File: src/rtl/vnorm_pkg.sv
// ----------------------------------------------------------------------------
// vnorm_pkg
// Shared constants for the vector normalize pipeline.
// ----------------------------------------------------------------------------
package vnorm_pkg;

	// result field width and fraction bits of the Q1.15 unit components
	localparam int OUT_W     = 16;
	localparam int FRAC_BITS = 15;
	localparam int Q_W       = FRAC_BITS + 1;

	localparam logic [OUT_W-1:0] UNIT_MAX_POS = 16'h7FFF;

endpackage

File: src/rtl/vnorm_square.sv
// ----------------------------------------------------------------------------
// vnorm_square
// Two-stage front end: squares and magnitudes, then the sum of squares.
// ----------------------------------------------------------------------------
module vnorm_square import vnorm_pkg::*; #(
	parameter int W = 16
) (
	input  logic                 clk,
	input  logic                 arst_n,
	input  logic                 in_valid,
	input  logic [W-1:0]         comp_x,
	input  logic [W-1:0]         comp_y,
	input  logic [W-1:0]         comp_z,
	output logic                 out_valid,
	output logic [2*W-1:0]       sum_sq,
	output logic [3*(W+1)-1:0]   side
);

	logic               valid_s1, valid_s2;
	logic [2*W-1:0]     sqx_s1, sqy_s1, sqz_s1;
	logic [3*(W+1)-1:0] side_s1, side_s2;
	logic [2*W-1:0]     sum_s2;
	logic [W-1:0]       ax, ay, az;

	// magnitudes of the components
	assign ax = comp_x[W-1] ? (~comp_x + 1'b1) : comp_x;
	assign ay = comp_y[W-1] ? (~comp_y + 1'b1) : comp_y;
	assign az = comp_z[W-1] ? (~comp_z + 1'b1) : comp_z;

	// advance valid bits
	always_ff @(posedge clk or negedge arst_n) begin
		if (!arst_n) begin
			valid_s1 <= 1'b0;
			valid_s2 <= 1'b0;
		end else begin
			valid_s1 <= in_valid;
			valid_s2 <= valid_s1;
		end
	end

	// square, then sum
	always_ff @(posedge clk) begin
		sqx_s1  <= ax * ax;
		sqy_s1  <= ay * ay;
		sqz_s1  <= az * az;
		side_s1 <= {comp_x[W-1], ax, comp_y[W-1], ay, comp_z[W-1], az};
		sum_s2  <= sqx_s1 + sqy_s1 + sqz_s1;
		side_s2 <= side_s1;
	end

	assign out_valid = valid_s2;
	assign sum_sq    = sum_s2;
	assign side      = side_s2;

endmodule

File: config.mk
export PLATFORM = sky130hd
export DESIGN_NAME = vnorm_square
export DESIGN_NICKNAME = d
export VERILOG_FILES = /design/src/rtl/vnorm_pkg.sv /design/src/rtl/vnorm_square.sv
export SDC_FILE = /design/constraint.sdc
export NUM_CORES = 2
export LEC_CHECK = 0
export BUFFER_PORTS_ARGS = -buffer_cell sky130_fd_sc_hd__buf_2
export CORE_MARGIN = 2
export CORE_UTILIZATION = 50
export DETAILED_ROUTE_END_ITERATION = 10
export PLACE_DENSITY = 0.78
export SKIP_CTS_REPAIR_TIMING = 1
export SLEW_MARGIN = 0
export SYNTH_ARGS = -nofsm -noshare
export SYNTH_HDL_FRONTEND = slang
export SYNTH_SLANG_ARGS = --single-unit
File: constraint.sdc
create_clock -name clk -period 3 [get_ports clk]
set_input_delay 0.15 -clock clk [delete_from_list [all_inputs] [get_ports clk]]
set_output_delay 0.15 -clock clk [all_outputs]
set_load 0.02 [all_outputs]
==> qor.txt <==
Cell Area, Synth - 29100 µm²
Fin crit share - 215%
# IOs - 135
Min Hold Slack - -0.000416 ns
Hold path cells - 3
Setup CP Type - in -> reg
Min-delay worst type - in -> reg
Syn_area_per_cell - 9.37 µm²
Post-synth EDFFs - 0
Most frequent cells in the layout - buf_4, inv_1, fa_1, ha_1, dfxtp_1
Flop2flop setup slack - -0.17 ns
CTS tree - built
Vias - 26200
Critical path launch point type - primary input
RSZ-0062 raised after global routing - true
Final setup viols - 87
Worst path max stage delay - 0.56 ns
Critical Path Slowest Stage Cell - fa_1
Vias in the first global route - 26200
Post-DRT Antenna Nets - 0
Number of distinct library cells after synthesis - 79
Hpwl dp - 63500 µm
Required time of the worst setup path - 3.45 ns
Vias per cell - 5.46
CTS max path bufs - 3
Clock Root Buffer - clkbuf_16
Die W - 245 µm
Antenna Cells - 0
Clock Skews - 0.0146 ns
Layout cell share with drive strength beyond 1 - 37.1%
Syn. warnings - 0
Cells after Synth - 3106
TritonRoute pass-1 iters - 6
Worst Reg-to-Reg Cells - 11
CTS buffer count - 28
Total GRT Usage - 25.6%
Worst-Skew Late Latency - 0.59 ns
Initial drt markers - 2115
Pre-CTS setup slack - -3.93 ns
Most frequent CP cell - fa_1
CP endpoint kind - flop
Row cnt - 88
CP Buf/Inv Count - 8
Worst slew margin - 65.1%
Post-route DRC - 0
Fin crit period - 6.46 ns
DR WL/cell - 19.4 µm
IO buf count - 134
Commonest non-fill, non-tap cell in the layout - buf_4
Worst Tran Pin Value - 0.522 ns
GP Congestion - 0.913
Beginning of the worst hold path - comp_x[0]
CP delay by family, top - adder cells
Starting Density - 50.5%
H-tree levels - 1
Ys async rst share - 0.885%
Worst-path clk slew - 0.06 ns
FF-to-FF End - sum_sq[31]
F_max - 155 MHz
Synth Flop Type - dfxtp_1
Worst Hold End - sqx_s1[2]
Seq/Total Area, Yosys - 15.6%
Status - complete, but fails checks
Die Y-Extent - 245 µm
First-pass GRT wire length - 124000 µm
Area Growth Syn to Fin - 41.0%
Register bit total from synthesis - 226
CTS Sinks - 226
Global route overflow - 0
Critical R2R Launch - sqz_s1[5]
Die area - 60100 µm²
Final Hold Fails - 1
Nets@finish - 4904
Final WL - 93300 µm
Core ar. - 57600 µm²
Max-Cap Viols - 0
Setup slack after layout - -3.46 ns
Initial antenna violation count - 2
WP data arrival - 6.92 ns
Failing checks - negative hold slack, negative setup slack
Slew Limit Fails - 0
CP max FO - 7
Largest net degree at the start of global routing - 16
-- per-layer routing --
metal	up-vias	wire length [µm]	GRT usage, %
met5	-	23	0
met4	4	6190	10.4
met3	515	6710	2.86
met2	1324	46700	45.1
met1	12900	33600	31.8
li1	11400	-	-
-- worst reg2reg max path: cells and delay by family (launching register included) --
kind	cells	cell delay, ns
buffers and inverters	2	0.33
AND/OR/NAND/NOR	1	0.68
adder cells (fa/ha/maj)	2	0.79
AO/OA/AOI/OAI	5	0.77
flip-flops	1	0.39
multiplexers	1	0.15
-- kinds of logic (layout without fill, tap and decap cells) --
group,after synthesis,after routing,share of synthesized area (%)
fa+ha+maj,839,839,49.5
buf+inv,801,1695,10.4
simple gates,667,667,10.1
compound gates,404,404,9.17
flops,226,226,15.6
xor+xnor,164,165,5.12
mux,3,3,0.103
other cells,2,36,0.0258
-- cell usage after synthesis, types with 5 or more instances --
library cell  instances  area share, %
nor3_1               31           0.53
dfxtp_1             224             15
ha_1                318             14
fa_1                521             36
inv_1               712            9.2
or2_2                 5           0.11
xor2_1               59            1.8
o211ai_1             16           0.41
nand3_1              31           0.53
a21oi_1             117            2.0
and3_1               12           0.26
nor4_1                8           0.17
nor2_1              209            2.7
or3_1                 8           0.17
nand4_1              20           0.43
o21bai_1             14           0.36
o21ai_0              70            1.2
clkinv_1             11           0.14
a211oi_1             15           0.39
clkbuf_1             60           0.77
and2_1               11           0.24
a21o_1               72            1.9
nand2b_1             16           0.34
inv_2                13           0.17
xnor2_1              98            3.0
o31ai_1              19           0.49
o21a_1               17           0.44
a31oi_1              12           0.26
xor2_2                6           0.34
nand2_1             283            3.7
nor2b_1               6           0.13
buf_2                 5          0.086
-- state kept, by name, indices dropped and copies added (netlist names) --
| register | count |
|---|---|
| sqy_s1 | 30 |
| out_valid | 1 |
| sqx_s1 | 30 |
| sum_sq | 32 |
| sqz_s1 | 30 |
| side_s1 | 51 |
| valid_s1 | 1 |
| side | 51 |
-- through the flow --
stage	hold WS, ns	utilization (%)	instances	setup TNS [ns]	instance area [µm²]
2_1_floorplan	-0.146	-	3140	-212.02	30800
3_3_place_gp	-0.0658	64.2	4628	-241.67	36900
3_5_place_dp	-0.0617	64.2	4628	-250.33	36900
4_1_cts	-0.680	65.8	4679	-203.65	37900
5_1_grt	0.00408	71.2	4800	-224.47	41000
6_report	-0.000416	71.2	4800	-212.68	41000
-- layout make-up --
cell class                 instances  area, µm²
clock buffer                      34        764
clock inverter                    17        190
fill                            3523      16600
inverter                         736       2830
multi-input combinational       2114      24700
sequential                       226       4540
tap                              765        957
timing repair buffer             906       7020
timing repair inverter             2       15.0
-- how the worst max path moves through the flow --
| stage | cells after the start | end | slack [ns] | start |
|---|---|---|---|---|
| floorplan | 27 | sqz_s1[28] | -3.46 | comp_z[0] |
| global placement | 26 | sqy_s1[30] | -3.85 | comp_y[2] |
| detailed placement | 26 | sqy_s1[30] | -3.93 | comp_y[2] |
| CTS | 26 | sqy_s1[30] | -3.35 | comp_y[2] |
| global route | 26 | sqx_s1[24] | -3.62 | comp_x[7] |
| finish | 26 | sqx_s1[24] | -3.46 | comp_x[7] |
Power is left out: the tool's default activity adds up to more than one toggle a clock period on the data nets, which glitch-free logic cannot reach.
