`src/rtl/vnorm_pkg.sv`:
```
// ----------------------------------------------------------------------------
// vnorm_pkg
// Shared constants for the vector normalize pipeline.
// ----------------------------------------------------------------------------
package vnorm_pkg;

	// result field width and fraction bits of the Q1.15 unit components
	localparam int OUT_W     = 16;
	localparam int FRAC_BITS = 15;
	localparam int Q_W       = FRAC_BITS + 1;

	localparam logic [OUT_W-1:0] UNIT_MAX_POS = 16'h7FFF;

endpackage

```
`src/rtl/vnorm_sqrt.sv`:
```
// ----------------------------------------------------------------------------
// vnorm_sqrt
// Pipelined integer square root, one result bit per stage.
// ----------------------------------------------------------------------------
module vnorm_sqrt import vnorm_pkg::*; #(
	parameter int W      = 16,
	parameter int SIDE_W = 51
) (
	input  logic              clk,
	input  logic              arst_n,
	input  logic              in_valid,
	input  logic [2*W-1:0]    radicand,
	input  logic [SIDE_W-1:0] side_in,
	output logic              out_valid,
	output logic [W-1:0]      root,
	output logic [SIDE_W-1:0] side_out
);

	logic              valid_s [W+1];
	logic [W:0]        rem_s   [W+1];
	logic [W-1:0]      root_s  [W+1];
	logic [2*W-1:0]    rad_s   [W+1];
	logic [SIDE_W-1:0] side_s  [W+1];

	assign valid_s[0] = in_valid;
	assign rem_s[0]   = '0;
	assign root_s[0]  = '0;
	assign rad_s[0]   = radicand;
	assign side_s[0]  = side_in;

	for (genvar i = 0; i < W; i++) begin : g_stage
		logic [W+2:0] cur;
		logic [W+2:0] trial;
		logic         fit;

		// bring down two radicand bits and try the next root bit
		assign cur   = {rem_s[i], rad_s[i][2*W-1 -: 2]};
		assign trial = {1'b0, root_s[i], 2'b01};
		assign fit   = (cur >= trial);

		always_ff @(posedge clk or negedge arst_n) begin
			if (!arst_n) begin
				valid_s[i+1] <= 1'b0;
			end else begin
				valid_s[i+1] <= valid_s[i];
			end
		end

		// the remainder can reach twice the root, so keep all W+1 bits
		always_ff @(posedge clk) begin
			rem_s[i+1]  <= fit ? (W+1)'(cur - trial) : cur[W:0];
			root_s[i+1] <= {root_s[i][W-2:0], fit};
			rad_s[i+1]  <= {rad_s[i][2*W-3:0], 2'b00};
			side_s[i+1] <= side_s[i];
		end
	end

	assign out_valid = valid_s[W];
	assign root      = root_s[W];
	assign side_out  = side_s[W];

endmodule

```
`config.mk`:
```
export PLATFORM = sky130hd
export DESIGN_NAME = vnorm_sqrt
export DESIGN_NICKNAME = d
export VERILOG_FILES = /design/src/rtl/vnorm_pkg.sv /design/src/rtl/vnorm_sqrt.sv
export SDC_FILE = /design/constraint.sdc
export NUM_CORES = 1
export LEC_CHECK = 0
export BUFFER_PORTS_ARGS = -buffer_cell sky130_fd_sc_hd__buf_2
export CAP_MARGIN = 20
export CORE_UTILIZATION = 54
export CTS_CLUSTER_SIZE = 14
export DETAILED_ROUTE_END_ITERATION = 8
export PLACE_DENSITY_LB_ADDON = 0.05
export SETUP_SLACK_MARGIN = 0.4
export SKIP_CTS_REPAIR_TIMING = 1
export SLEW_MARGIN = 10
export SYNTH_ARGS = -nofsm -noshare
export SYNTH_HDL_FRONTEND = slang
export SYNTH_SLANG_ARGS = --single-unit
```
`constraint.sdc`:
```
create_clock -name clk -period 2.6 [get_ports clk]
set_clock_uncertainty 0.05 [all_clocks]
set_input_delay 0.52 -clock clk [delete_from_list [all_inputs] [get_ports clk]]
set_output_delay 0.52 -clock clk [all_outputs]
set_load 0.02 [all_outputs]
```
==> results by group <==
Status
  – Outcome: completed

Clock network
  – Clk_lat worst skew: 0.72 ns
  – CTS H-tree lvls: 4
  – Clock Sinks: 1445
  – Root Driver: clkbuf_16
  – TritonCTS buffer count: 139
  – TritonCTS clock tree: yes
  – Clk slew on worst S/H paths: 0.06 ns
  – Clock buffer depth: 3

Cells and area
  – Layout Area Growth over Synthesis: 27.2%
  – Commonest non-fill, non-tap cell in the layout: dfxtp_1
  – Layout cells sized above 1: 26.7%
  – Most frequent cells in the layout: 1347 x dfxtp_1, 161 x inv_1, 153 x buf_2
  – FF/Latch Area: 0.0291 mm^2
  – Area of the multi-input gates: 0.0117 mm^2
  – Final core utilization: 69.4%
  – Post-route design area: 0.0505 mm^2
  – Layout fillers: 5064
  – Final #Nets: 3756

Yosys
  – Synth Warn #: 0
  – Distinct cells, synth: 75
  – Synth Register Bits: 1445
  – Post-Syn Nets: 3311
  – Top FF cell, synth: dfxtp_1
  – Avg Cell Area, Syn: 12.9 um^2
  – Post-synthesis async set-or-reset flop share: 1.11%
  – Mapped Cells: 3073
  – Synthesized cell area: 0.0397 mm^2
  – Number of flops mapped to enable cells by yosys: 0
  – Seq/Total Area, Yosys: 73.0%

Critical path
  – CP required: 3.13 ns
  – CP max stage cell: or4b_4
  – Worst Path Buf+Inv: 2
  – CP top delay family: simple AND/OR/NAND/NOR gates
  – CP max stage delay: 0.52 ns
  – Setup crit end kind: register
  – CP Data Arrival Time: 2.98 ns
  – CP Max Fanout: 13
  – Setup crit start kind: register
  – Critical-path cell list: inv_2 > ha_4 > or3_1 > o22a_1 > a21oi_2 > or4b_4 > buf_12 > mux2_2
  – Crit path kind: register to register

Route
  – DR iter-0 viols: 969
  – Via count: 22100
  – Detailed Route WL: 68.5 mm
  – Residual DRC: 0
  – Routed len/inst: 15.0 um
  – Vias/cell: 4.84
  – DRT antenna net count: 0
  – DRT Pass-1 Iters: 5

Timing
  – RSZ-0062 raised after global routing: yes
  – F_max: 407 MHz
  – Worst hold slack: 0.172 ns
  – Total negative slack: 0 ns
  – Setup Viol. Count Final: 0
  – Crit path time final: 2.46 ns
  – Final Hold Viols: 0
  – Max-Slew Margin vs Limit: 51.2%
  – Tcrit/Tclk final: 94.5%
  – Fin. max-slew vios: 0
  – Worst slew pin tran: 0.725 ns

Min path
  – Worst hold path type: primary input to asynchronous set/reset pin

Floorplanning
  – Row count: 99
  – Die area: 0.0747 mm^2
  – CORE AREA: 0.0728 mm^2
  – Die H: 273 um
  – Initial core utilization: 54.6%
  – Ports: 154
  – Chip Width: 273 um

Placed design
  – Post-DP HPWL: 44.2 mm
  – Placed inst area: 0.0419 mm^2
  – Number of port buffers: 153
  – GPL Wtd Cong: 0.857

Global routing
  – GRT overflow: 0
  – First-pass GRT wire length: 104 mm
  – Vias in the first global route: 21600
  – Initial antenna violation count: 0
  – GR Util All Layers: 17.3%
  – Largest net degree at the start of global routing: 27

Flow run
  – Max Cap Violations: 0

Power and ir drop
  – Power Density: 1070 mW/mm^2
  – Pleak: 21.9 nW
  – Peak supply drop: 0.000862 V
  – Total Power: 54.1 mW
==> report_power, final <==
part | internal [mW] | switching (mW) | total, mW | leakage (nW)
registers | 24.6 | 1.70 | 26.3 | 12.2
clock network | 11.5 | 8.27 | 19.8 | 2.26
logic | 4.14 | 3.90 | 8.05 | 7.49
==> flip-flops by register name (all words and copies together), names as in the netlist <==
signal,flops
rad_s,210
valid_s,15
g_stage.cur,267
side_out,51
root,16
out_valid,1
g_stage.trial,120
side_s,765
==> area by class of cell <==
| type | count | area share (%) |
|---|---|---|
| inverters | 188 | 1.40 |
| well taps | 959 | 2.37 |
| flip-flops and latches | 1445 | 57.6 |
| clock inverters | 42 | 1.42 |
| diodes | 1 | 0.00495 |
| repair buffers | 401 | 6.04 |
| multi-input cells | 1343 | 23.2 |
| clock buffers | 199 | 7.92 |
==> synth_stat cells (11+ instances only) <==
library cell  number  area share [%]
mux2_2            43             1.2
nand2b_1          24            0.38
o211ai_1          13            0.25
nor2_1           150             1.4
and2_1            16            0.25
xor2_1            79             1.7
clkbuf_1          33            0.31
nor2b_1           28            0.44
buf_4             51            0.96
a21oi_1          102             1.3
a211oi_1          17            0.32
nor3_1            52            0.65
o31ai_1           16            0.30
inv_1            187             1.8
o21a_1            36            0.68
ha_1             152             4.8
xnor2_1           77             1.7
or2_2             12            0.19
nand3_1           35            0.44
or3_1             20            0.31
a31oi_1           12            0.19
dfrtp_1           16             1.0
nor4_1            38            0.60
dfxtp_1         1429              72
nand4_1           32            0.50
o21ai_0          106             1.3
a21o_1            35            0.66
mux2i_1           11            0.28
nand2_1           98            0.93
or4_1             14            0.26
==> cells by family (layout without fill, tap and decap cells) <==
| family | after synthesis | in the layout | share of synthesized area [%] |
|---|---|---|---|
| buf+inv | 287 | 830 | 3.23 |
| simple gates | 560 | 561 | 7.24 |
| other cells | 1 | 2 | 0.00944 |
| fa+ha+maj | 152 | 152 | 4.79 |
| xor+xnor | 156 | 156 | 3.44 |
| compound gates | 418 | 419 | 6.80 |
| mux | 54 | 54 | 1.50 |
| flops | 1445 | 1445 | 73.0 |
==> worst paths after layout <==
kind | slack [ns] | cells after the start | endpoint | from
max in group asynchronous | 2.08 | 2 | valid_s[13] | arst_n
worst min-delay path | 0.17 | 2 | valid_s[14] | arst_n
worst min register to register | 0.25 | 0 | side_s[615] | side_s[666]
worst max register to register | 0.14 | 8 | g_stage[10].cur[11] | g_stage[9].trial[2]
worst max-delay path | 0.14 | 8 | g_stage[10].cur[11] | g_stage[9].trial[2]
min in group clk | 0.25 | 0 | side_s[615] | side_s[666]
==> layer usage <==
metal / vias up / share of wire, % / track usage [%]
met5: - / 0 / 0
met4: 0 / 3.1 / 7.78
met3: 162 / 4.3 / 4.39
met2: 447 / 48 / 28.7
met1: 10400 / 45 / 21.1
li1: 11100 / - / -
==> stage by stage <==
stage | std cells | setup slack [ns]
finish | 4578 | 0.144
global route | 4577 | 0.0597
CTS | 4394 | 0.0134
detailed placement | 4153 | 0.0345
global placement | 4153 | 0.121
floorplan | 3073 | 0.195
(Power assumes the default switching activity.)
