--- src/rtl/vnorm_pkg.sv ---
// ----------------------------------------------------------------------------
// vnorm_pkg
// Shared constants for the vector normalize pipeline.
// ----------------------------------------------------------------------------
package vnorm_pkg;

	// result field width and fraction bits of the Q1.15 unit components
	localparam int OUT_W     = 16;
	localparam int FRAC_BITS = 15;
	localparam int Q_W       = FRAC_BITS + 1;

	localparam logic [OUT_W-1:0] UNIT_MAX_POS = 16'h7FFF;

endpackage

--- src/rtl/vnorm_div.sv ---
// ----------------------------------------------------------------------------
// vnorm_div
// Pipelined fractional divider: floor(num * 2^15 / den) for num <= den,
// one quotient bit per stage, with Q1.15 saturation at the end.
// ----------------------------------------------------------------------------
module vnorm_div import vnorm_pkg::*; #(
	parameter int W = 16
) (
	input  logic             clk,
	input  logic             arst_n,
	input  logic             in_valid,
	input  logic             neg,
	input  logic [W-1:0]     num,
	input  logic [W-1:0]     den,
	output logic             out_valid,
	output logic [OUT_W-1:0] unit,
	output logic [W-1:0]     den_out
);

	logic           valid_s [Q_W+1];
	logic [W-1:0]   rem_s   [Q_W+1];
	logic [Q_W-1:0] quo_s   [Q_W+1];
	logic [W-1:0]   den_s   [Q_W+1];
	logic           neg_s   [Q_W+1];
	logic [Q_W-1:0] q;

	assign valid_s[0] = in_valid;
	assign rem_s[0]   = num;
	assign quo_s[0]   = '0;
	assign den_s[0]   = den;
	assign neg_s[0]   = neg;

	for (genvar j = 0; j < Q_W; j++) begin : g_stage
		logic [W:0] cur;
		logic       fit;

		// first step compares the numerator itself, later ones the doubled rest
		if (j == 0) begin : g_first
			assign cur = {1'b0, rem_s[j]};
		end else begin : g_next
			assign cur = {rem_s[j], 1'b0};
		end
		assign fit = (cur >= {1'b0, den_s[j]});

		always_ff @(posedge clk or negedge arst_n) begin
			if (!arst_n) begin
				valid_s[j+1] <= 1'b0;
			end else begin
				valid_s[j+1] <= valid_s[j];
			end
		end

		always_ff @(posedge clk) begin
			rem_s[j+1] <= fit ? W'(cur - {1'b0, den_s[j]}) : cur[W-1:0];
			quo_s[j+1] <= {quo_s[j][Q_W-2:0], fit};
			den_s[j+1] <= den_s[j];
			neg_s[j+1] <= neg_s[j];
		end
	end

	// saturate +1.0, negate for negative components
	assign q = quo_s[Q_W];
	always_comb begin
		if (neg_s[Q_W]) begin
			unit = OUT_W'(~q + 1'b1);
		end else if (q[Q_W-1]) begin
			unit = UNIT_MAX_POS;
		end else begin
			unit = OUT_W'(q);
		end
	end

	assign out_valid = valid_s[Q_W];
	assign den_out   = den_s[Q_W];

endmodule

--- config.mk ---
export PLATFORM = sky130hd
export DESIGN_NAME = vnorm_div
export DESIGN_NICKNAME = d
export VERILOG_FILES = /design/src/rtl/vnorm_pkg.sv /design/src/rtl/vnorm_div.sv
export SDC_FILE = /design/constraint.sdc
export NUM_CORES = 1
export LEC_CHECK = 0
export BUFFER_PORTS_ARGS = -buffer_cell sky130_fd_sc_hd__buf_2
export CORE_ASPECT_RATIO = 1.5
export CORE_MARGIN = 2
export CORE_UTILIZATION = 55
export DETAILED_ROUTE_END_ITERATION = 10
export PLACE_DENSITY = 0.7
export REMOVE_ABC_BUFFERS = 1
export SLEW_MARGIN = 20
export SYNTH_ARGS = -nofsm -noshare
export SYNTH_HDL_FRONTEND = slang
export SYNTH_SLANG_ARGS = --single-unit
--- constraint.sdc ---
create_clock -name clk -period 6.4 [get_ports clk]
set_input_delay 0.96 -clock clk [delete_from_list [all_inputs] [get_ports clk]]
set_output_delay 0.96 -clock clk [all_outputs]
set_load 0.1 [all_outputs]
==> results of run 1 <==
==> cell families after synthesis <==
family | Yosys count | share of synthesized area (%)
AO/OA/AOI/OAI | 610 | 13.9
multiplexers | 163 | 6.47
adder cells (fa/ha/maj) | 271 | 12.3
flip-flops | 664 | 46.8
AND/OR/NAND/NOR | 593 | 10.1
XOR/XNOR | 168 | 5.15
buffers and inverters | 378 | 5.27
==> area by class of cell <==
| cell class | count | area [um^2] | share of cell area (%) |
|---|---|---|---|
| Multi-Input combinational cell | 1805 | 13700 | 43.3 |
| Sequential cell | 664 | 13400 | 42.2 |
| Clock buffer | 79 | 1690 | 5.32 |
| Inverter | 322 | 1210 | 3.82 |
| Tap cell | 676 | 846 | 2.67 |
| Clock inverter | 34 | 439 | 1.39 |
| Timing Repair Buffer | 76 | 400 | 1.26 |
==> power groups by stage <==
stage | Sequential (mW) | Clock (mW) | Combinational, mW
2_1_floorplan | 6.00 | 0 | 6.73
3_5_place_dp | 6.15 | 0 | 8.63
4_1_cts | 6.06 | 3.89 | 8.70
5_1_grt | 6.19 | 4.05 | 9.56
6_report | 6.06 | 3.81 | 8.71
3_3_place_gp | 6.11 | 0 | 8.30
==> how the worst max path moves through the flow <==
| stage | start | endpoint | slack (ns) | cells past startpoint |
|---|---|---|---|---|
| floorplan | q[1] | unit[13] | 2.17 | 6 |
| global placement | q[1] | unit[15] | 2.76 | 9 |
| detailed placement | num[0] | g_stage[1].cur[15] | 2.72 | 12 |
| CTS | q[1] | unit[15] | 2.05 | 9 |
| global route | q[1] | unit[15] | 1.91 | 9 |
| finish | q[1] | unit[15] | 2.09 | 9 |
==> per-stage QoR <==
step / total power, mW / hold WS, ns / setup WS, ns
2_1_floorplan: 12.7 / 0.310 / 2.17
6_report: 18.6 / 0.239 / 2.09
4_1_cts: 18.7 / 0.206 / 2.05
3_5_place_dp: 14.8 / 0.312 / 2.72
3_3_place_gp: 14.4 / 0.310 / 2.76
5_1_grt: 19.8 / 0.238 / 1.91
==> cell usage after synthesis (6+ instances only) <==
cell type | count | share of area (%)
nand4_1 | 35 | 0.77
o41ai_1 | 10 | 0.31
or3_1 | 25 | 0.55
a21boi_0 | 12 | 0.32
ha_1 | 256 | 11
nand2_1 | 99 | 1.3
nor4_1 | 8 | 0.18
a31o_2 | 12 | 0.37
fa_1 | 15 | 1.1
a2111oi_0 | 7 | 0.21
clkbuf_1 | 20 | 0.26
mux2i_1 | 14 | 0.49
nor2b_1 | 46 | 1.0
xnor2_1 | 114 | 3.5
or2_2 | 12 | 0.26
a211o_1 | 11 | 0.34
nand3_1 | 35 | 0.61
nor3b_1 | 6 | 0.16
dfxtp_1 | 648 | 45
mux2_2 | 141 | 5.6
nand2b_1 | 28 | 0.61
a211oi_1 | 26 | 0.68
a31oi_1 | 32 | 0.70
a21o_1 | 52 | 1.4
a21oi_1 | 193 | 3.4
buf_4 | 16 | 0.42
and2_1 | 16 | 0.35
o21a_1 | 44 | 1.2
nor3_1 | 53 | 0.93
o21ai_0 | 100 | 1.8
inv_1 | 322 | 4.2
nor2_1 | 206 | 2.7
o211ai_1 | 9 | 0.24
o21bai_1 | 19 | 0.50
and3_1 | 15 | 0.33
buf_2 | 15 | 0.26
xor2_1 | 54 | 1.7
o31a_1 | 15 | 0.46
dfrtp_1 | 16 | 1.4
mux2_4 | 8 | 0.42
o31ai_1 | 21 | 0.55
==> cells in the final DEF (no fill, tap or decap), drive strengths merged, types with 44 or more instances in the layout <==
cell and n:
nand2 100, inv 326, dfxtp 648, nor2 206
nor2b 46, clkbuf 79, nor3 54, a21oi 194
ha 256, a21o 52, o21a 44, xnor2 114
buf 76, o21ai 102, xor2 54, mux2 149
==> metal layers <==
layer  wire (um)  vias up  track usage, %  part of all wire, %
met1       18100     9466            15.9                   30
met2       35600      404            47.9                   59
met3        1720      243            3.10                  2.8
met5           0        -               0                    0
met4        5050        0            18.4                  8.3
li1            -     9996               -                    -
==> flip-flops by register name, indices dropped and copies added, names as in the netlist <==
name	flops
out_valid	1
valid_s	15
g_stage.cur	240
neg_s	16
den_out	16
den_s	240
quo_s	120
q	16
==> worst max-delay path, stage by stage (launching register included) <==
cell and delay (ns):
dfxtp_1 0.34, nor3_4 0.29, nand3_1 0.14, or3_1 0.36
or3_1 0.38, or3_1 0.35, nor3_1 0.19, xnor2_1 0.14
and2_1 0.13, buf_2 0.42
==> summary.md, run 1 <==
| Metric | Value |
|---|---|
| Status | `finished, final reports clean` |
| Initial Utilization | `between 50 and 60%` |
| Post-CTS Repair Setup Buffers | `0` |
| Vias | `20100` |
| H-tree levels | `2` |
| FF-to-FF Start | `den_s[129]` |
| First-pass GRT wire length | `about 97000 um` |
| Vias/cell | `between 5 and 6` |
| Gr usage total | `between 20% and 30%` |
| Final slew viol count | `0` |
| Leak | `about 15 nW` |
| Avg Inst Size Synth | `approximately 10 um^2` |
| Clock Tree Buf Depth | `3` |
| R2r worst-path depth | `11` |
| Seq pwr share | `about a third` |
| Num CTS Buffers | `60` |
| RSZ-0062 raised after global routing | `no` |
| Largest net degree at the start of global routing | `32` |
| Post-Syn Area | `between 0.02 and 0.03 mm^2` |
| Post-Place Cell Area | `approximately 0.030 mm^2` |
| Worst Path Arrival | `roughly 3.4 ns` |
| FF-to-FF setup slack | `2.81 ns` |
| Core Util, Final | `61.6%` |
| Yosys warning total | `0` |
| Worst slew margin | `approximately a quarter` |
| CP required | `around 5.4 ns` |
| Routed Antenna Nets | `0` |
| Core area | `around 0.05 mm^2` |
| Period Utilization, post-route | `between 60% and 70%` |
| Top_reg_cell synth | `dfxtp_1` |
| Tmin final | `approximately 4.3 ns` |
| Mapped Cells | `2847` |
| Design Area, Final | `0.0317 mm^2` |
| Worst r2r dst | `g_stage[9].cur[8]` |
| Total global routing overflow | `0` |
| Setup-failing EPs final | `0` |
| Power share of the combinational group | `46.9%` |
| FP Rows | `between 100 and 150` |
| ANT cells | `0` |
| Root buf cell | `clkbuf_16` |
| Die width | `approximately 190 um` |
| Critical path class | `flip-flop to primary output` |
| Clock network power share | `just over 20%` |
| Setup TNS | `0 ns` |
| Clock slew at reported path FFs | `roughly 0.060 ns` |
| TritonCTS Sinks | `664` |
| Switching power total | `a little under 7 mW` |
| Hold-fix buffers, CTS | `0` |
| PostCTS Resize Cnt | `0` |
| Die span in y | `283 um` |
| WL/cell | `roughly 17 um` |
| Max-cap viol count | `0` |
| Nature of the critical path endpoint | `primary output` |
| Layout cell share with drive strength beyond 1 | `~12%` |
| Clk Latency, worst-skew pair | `between 0.6 and 0.7 ns` |
| Worst slew pin tran | `around 1.1 ns` |
| Final hold vios | `0` |
| Pwr Density | `roughly 600 mW/mm^2` |
| Die area | `~0.054 mm^2` |
| CP Launch Type | `flip-flop` |
| First-pass detailed-route iteration total | `5` |
| Maximum ir drop on the vdd rail | `~300 uV` |
| Sequential element share of the synthesized area | `46.8%` |
| Yosys reg bits | `about 660` |
| Drt drc | `0` |
| Worst-path maximum fanout | `6` |
| Max frequency | `between 0.2 and 0.25 GHz` |
| Clk_skew | `0.0182 ns` |
| Unique masters post-synth | `74` |
| Net Sw Frac | `~37%` |
| Vias in the first global route | `~21000` |
| Post-synth EDFFs | `0` |
| Num ports | `69` |
| Internal Power | `around 12 mW` |
| Fill count | `between 4000 and 5000` |
| # nets final | `roughly 3200` |
| Number of buffers added on ports | `a little under 70` |
| Fin cells | `3656` |
| HP Class | `primary input to asynchronous set/reset pin` |
| Iter 0 DRT Violations | `roughly 540` |
| Placer congestion estimate | `~0.96` |
| HPWL after DPL | `47300 um` |
| Synth-to-layout area growth | `10.9%` |
| Initial antenna violation count | `0` |
| Placed cell count | `3543` |
| CTS tree | `built` |
| Total Wirelength | `between 60000 and 70000 um` |
| Post-synth ARST share | `approximately 2.4%` |
No activity file was read; power rests on OpenSTA's default activity.
==> run 2, diff against run 1 <==
--- a/config.mk
+++ b/config.mk
@@ -5,6 +5,7 @@
 export SDC_FILE = /design/constraint.sdc
 export NUM_CORES = 1
 export LEC_CHECK = 0
+export ABC_AREA = 1
 export BUFFER_PORTS_ARGS = -buffer_cell sky130_fd_sc_hd__buf_2
 export CORE_ASPECT_RATIO = 1.5
 export CORE_MARGIN = 2
==> constraint.sdc (replaced) <==
create_clock -name clk -period 4.15 [get_ports clk]
set_input_delay 0.6225 -clock clk [delete_from_list [all_inputs] [get_ports clk]]
set_output_delay 0.6225 -clock clk [all_outputs]
set_load 0.1 [all_outputs]
==> run 2 against run 1 <==
Effect of this change: clock skew is 0.00093 ns higher; clock power is 55% higher; utilization is 1.1 points lower; worst hold slack worse by 0.14 ns; total power is 62% higher; first-iteration DRC count grew to 2.7 times the previous value; wire length is 37% higher; cell count is 54% higher; critical path depth is 2 higher; synthesized cell count is 66% higher; combinational power is 69% higher; critical path type unchanged.
==> summary.md, run 2 <==
| Metric | Value |
|---|---|
| Vias | `27900 (+39%)` |
| Total Wirelength | `82800 um (+37%)` |
| Post-CTS Repair Setup Buffers | `0 (unchanged)` |
| WP depth | `11 (+2)` |
| CP Launch Type | `flip-flop` |
| Synth top area share | `38.2% (-7.2 points)` |
| H-tree levels | `2 (unchanged)` |
| Nature of the critical path endpoint | `primary output` |
| Crit path capture | `unit[14]` |
| Max frequency | `a little over 0.3 GHz` |
| Setup-failing EPs final | `0 (unchanged)` |
| Core area | `0.0611 mm^2 (+19%)` |
| Final hold vios | `0 (unchanged)` |
| Clk Latency, worst-skew pair | `0.64 ns (about the same)` |
| Area contributors post-synth | `dfxtp_1 38%, nand2_1 18%, inv_1 9.5%, ha_1 9.4%, nand3_1 5.2%` |
| Clock Tree Buf Depth | `3 (unchanged)` |
| Clock slew at reported path FFs | `0.07 ns (about the same)` |
| Number of buffers added on ports | `68 (unchanged)` |
| Worst slew margin | `60.5% (+37 points)` |
| HP Class | `primary input to flip-flop` |
| Maximum ir drop on the vdd rail | `381 uV (+29%)` |
| CTS tree | `built` |
| Post-synth EDFFs | `0 (unchanged)` |
| Period Utilization, post-route | `between 70% and 80%` |
| WL/cell | `14.7 um (-11%)` |
| Die width | `207 um (+8.9%)` |
| Avg Inst Size Synth | `7.17 um^2 (-29%)` |
| Max-cap viol count | `0 (unchanged)` |
| Root buf cell | `clkbuf_16` |
| WP buf/inv | `3 (+2)` |
| Mapped Cells | `4740 (+66%)` |
| Tmin final | `approximately 3.3 ns` |
| TritonCTS Sinks | `664 (unchanged)` |
| RSZ-0062 raised after global routing | `no` |
| Pwr Density | `817 mW/mm^2 (+39%)` |
| Largest net degree at the start of global routing | `20 (-38%)` |
| Count leader, synth | `nand2_1` |
| Critical path class | `flip-flop to primary output` |
| R2r worst-path depth | `11 (unchanged)` |
| Setup TNS | `0 ns (unchanged)` |
| Synth cell count leaders | `1661 x nand2_1, 861 x inv_1, 648 x dfxtp_1` |
| Final slew viol count | `0 (unchanged)` |
| Most frequent cells in the layout | `1661 x nand2_1, 861 x inv_1, 648 x dfxtp_1, 356 x nand3_1, 256 x ha_1` |
| Placer congestion estimate | `0.940 (-2.5%)` |
| Worst-path maximum fanout | `3 (-3)` |
| Yosys warning total | `0 (unchanged)` |
| ANT cells | `0 (unchanged)` |
| CP startpoint | `q[0]` |
| Status | `finished, final reports clean` |
| CP peak stage delay | `0.47 ns (+0.05 ns)` |
| Sequential element share of the synthesized area | `39.3% (-7.5 points)` |
| Worst slew pin tran | `0.590 ns (-0.526 ns)` |
| Synth-to-layout area growth | `8.67%` |
| Leak | `20.5 nW (+41%)` |
| Layout cell share with drive strength beyond 1 | `7.21% (-5.0 points)` |
| Yosys top cell by area | `dfxtp_1` |
| Delay-heaviest family, CP | `simple AND/OR/NAND/NOR gates` |
| Core Util, Final | `60.4% (-1.1 points)` |
| Routed Antenna Nets | `0 (unchanged)` |
| Post-synth ARST share | `2.41% (unchanged)` |
| Worst r2r dst | `g_stage[7].cur[13]` |
| Most used cell, CP | `nand2_1` |
| Iter 0 DRT Violations | `1468 (+170%)` |
| Slowest-stage cell, CP | `buf_2` |
| HPWL after DPL | `66800 um (+41%)` |
| Fin Hold WS | `0.0954 ns (-0.144 ns)` |
| Num CTS Buffers | `60 (unchanged)` |
| Drt drc | `0 (unchanged)` |
| Yosys reg bits | `664 (unchanged)` |
| Die area | `0.0638 mm^2 (+19%)` |
| Worst path cell trace | `inv_1, ha_1, inv_1, nor3_1, nand3_1, nor2_1, nand4_1, nand2_1, nand2_1, nand2_1, buf_2` |
| Gr usage total | `26.3% (+4.0 points)` |
| First-pass GRT wire length | `133000 um (+38%)` |
| FP Rows | `111 (+8.8%)` |
| Initial Utilization | `55.6% (+0.070 points)` |
| Clk_skew | `0.0191 ns (+0.000929 ns)` |
| Vias/cell | `4.94 (-10%)` |
| Unique masters post-synth | `46 (-38%)` |
| CP required | `3.53 ns (-1.91 ns)` |
| Die span in y | `308 um (+8.9%)` |
| Top_reg_cell synth | `dfxtp_1` |
| Worst Path Arrival | `2.65 ns (-0.70 ns)` |
| Post-Syn Area | `0.0340 mm^2 (+19%)` |
| Initial antenna violation count | `0 (unchanged)` |
| FF-to-FF setup slack | `1.88 ns (-0.93 ns)` |
| FF-to-FF Start | `den_s[161]` |
| First-pass detailed-route iteration total | `6 (+1)` |
| Vias in the first global route | `27000 (+26%)` |
| Most common cell after layout, fill and taps aside | `nand2_1` |
| Total global routing overflow | `0 (unchanged)` |
| # nets final | `5111 (+58%)` |
| Num ports | `69 (unchanged)` |
-- run 2: power breakdown --
group / internal, mW / switching, mW
logic: 5.03 / 9.65
clock network: 3.39 / 2.49
registers: 8.38 / 1.20
total: 16.8 / 13.3
-- run 2: how the worst min path moves through the flow --
stage / start / end / slack [ns] / depth (start not counted)
floorplan: neg_s[1] / neg_s[0] / 0.31 / 0
global placement: neg_s[3] / neg_s[2] / 0.31 / 0
detailed placement: neg_s[14] / neg_s[13] / 0.31 / 0
CTS: den[10] / den_s[250] / 0.04 / 1
global route: den[15] / den_s[255] / 0.06 / 1
finish: den[10] / den_s[250] / 0.1 / 1
-- run 2: cell type report --
type	count	area (um^2)
fillers	5728	24200
multi-input cells	3139	16800
clock buffers	75	1670
repair buffers	70	358
inverters	869	3280
flip-flops and latches	664	13400
well taps	791	990
clock inverters	39	477
-- run 2: routing by layer --
layer	vias up	share of wire, %	GRT usage [%]
met3	233	3.1	2.93
met1	12400	40	28.5
met4	0	5.4	13.2
li1	14700	-	-
met2	564	52	49.6
met5	-	0	0
-- run 2: what timing repair did --
item,in CTS,in global routing
setup endpoints to repair,0,0
hold endpoints to repair,16,0
resized for setup,0,0
hold buffers,1,0
-- run 2: cells by family (layout without fill, tap and decap cells) --
logic type | count (synthesis) | in the layout | share of synthesized area [%]
simple gates | 2556 | 2556 | 33.3
fa+ha+maj | 271 | 271 | 10.3
buf+inv | 937 | 1053 | 11.2
xor+xnor | 103 | 103 | 2.65
flops | 664 | 664 | 39.3
compound gates | 209 | 209 | 3.17
-- run 2: stage by stage --
stage / instances / total power, mW / worst slack (ns) / area, um^2
finish: 5647 / 30.2 / 0.880 / 36900
global route: 5647 / 32.7 / 0.629 / 36900
CTS: 5647 / 30.3 / 0.827 / 36900
detailed placement: 5532 / 24.3 / 1.53 / 34800
global placement: 5532 / 24.1 / 1.55 / 34800
floorplan: 4672 / 20.5 / 0.456 / 33400
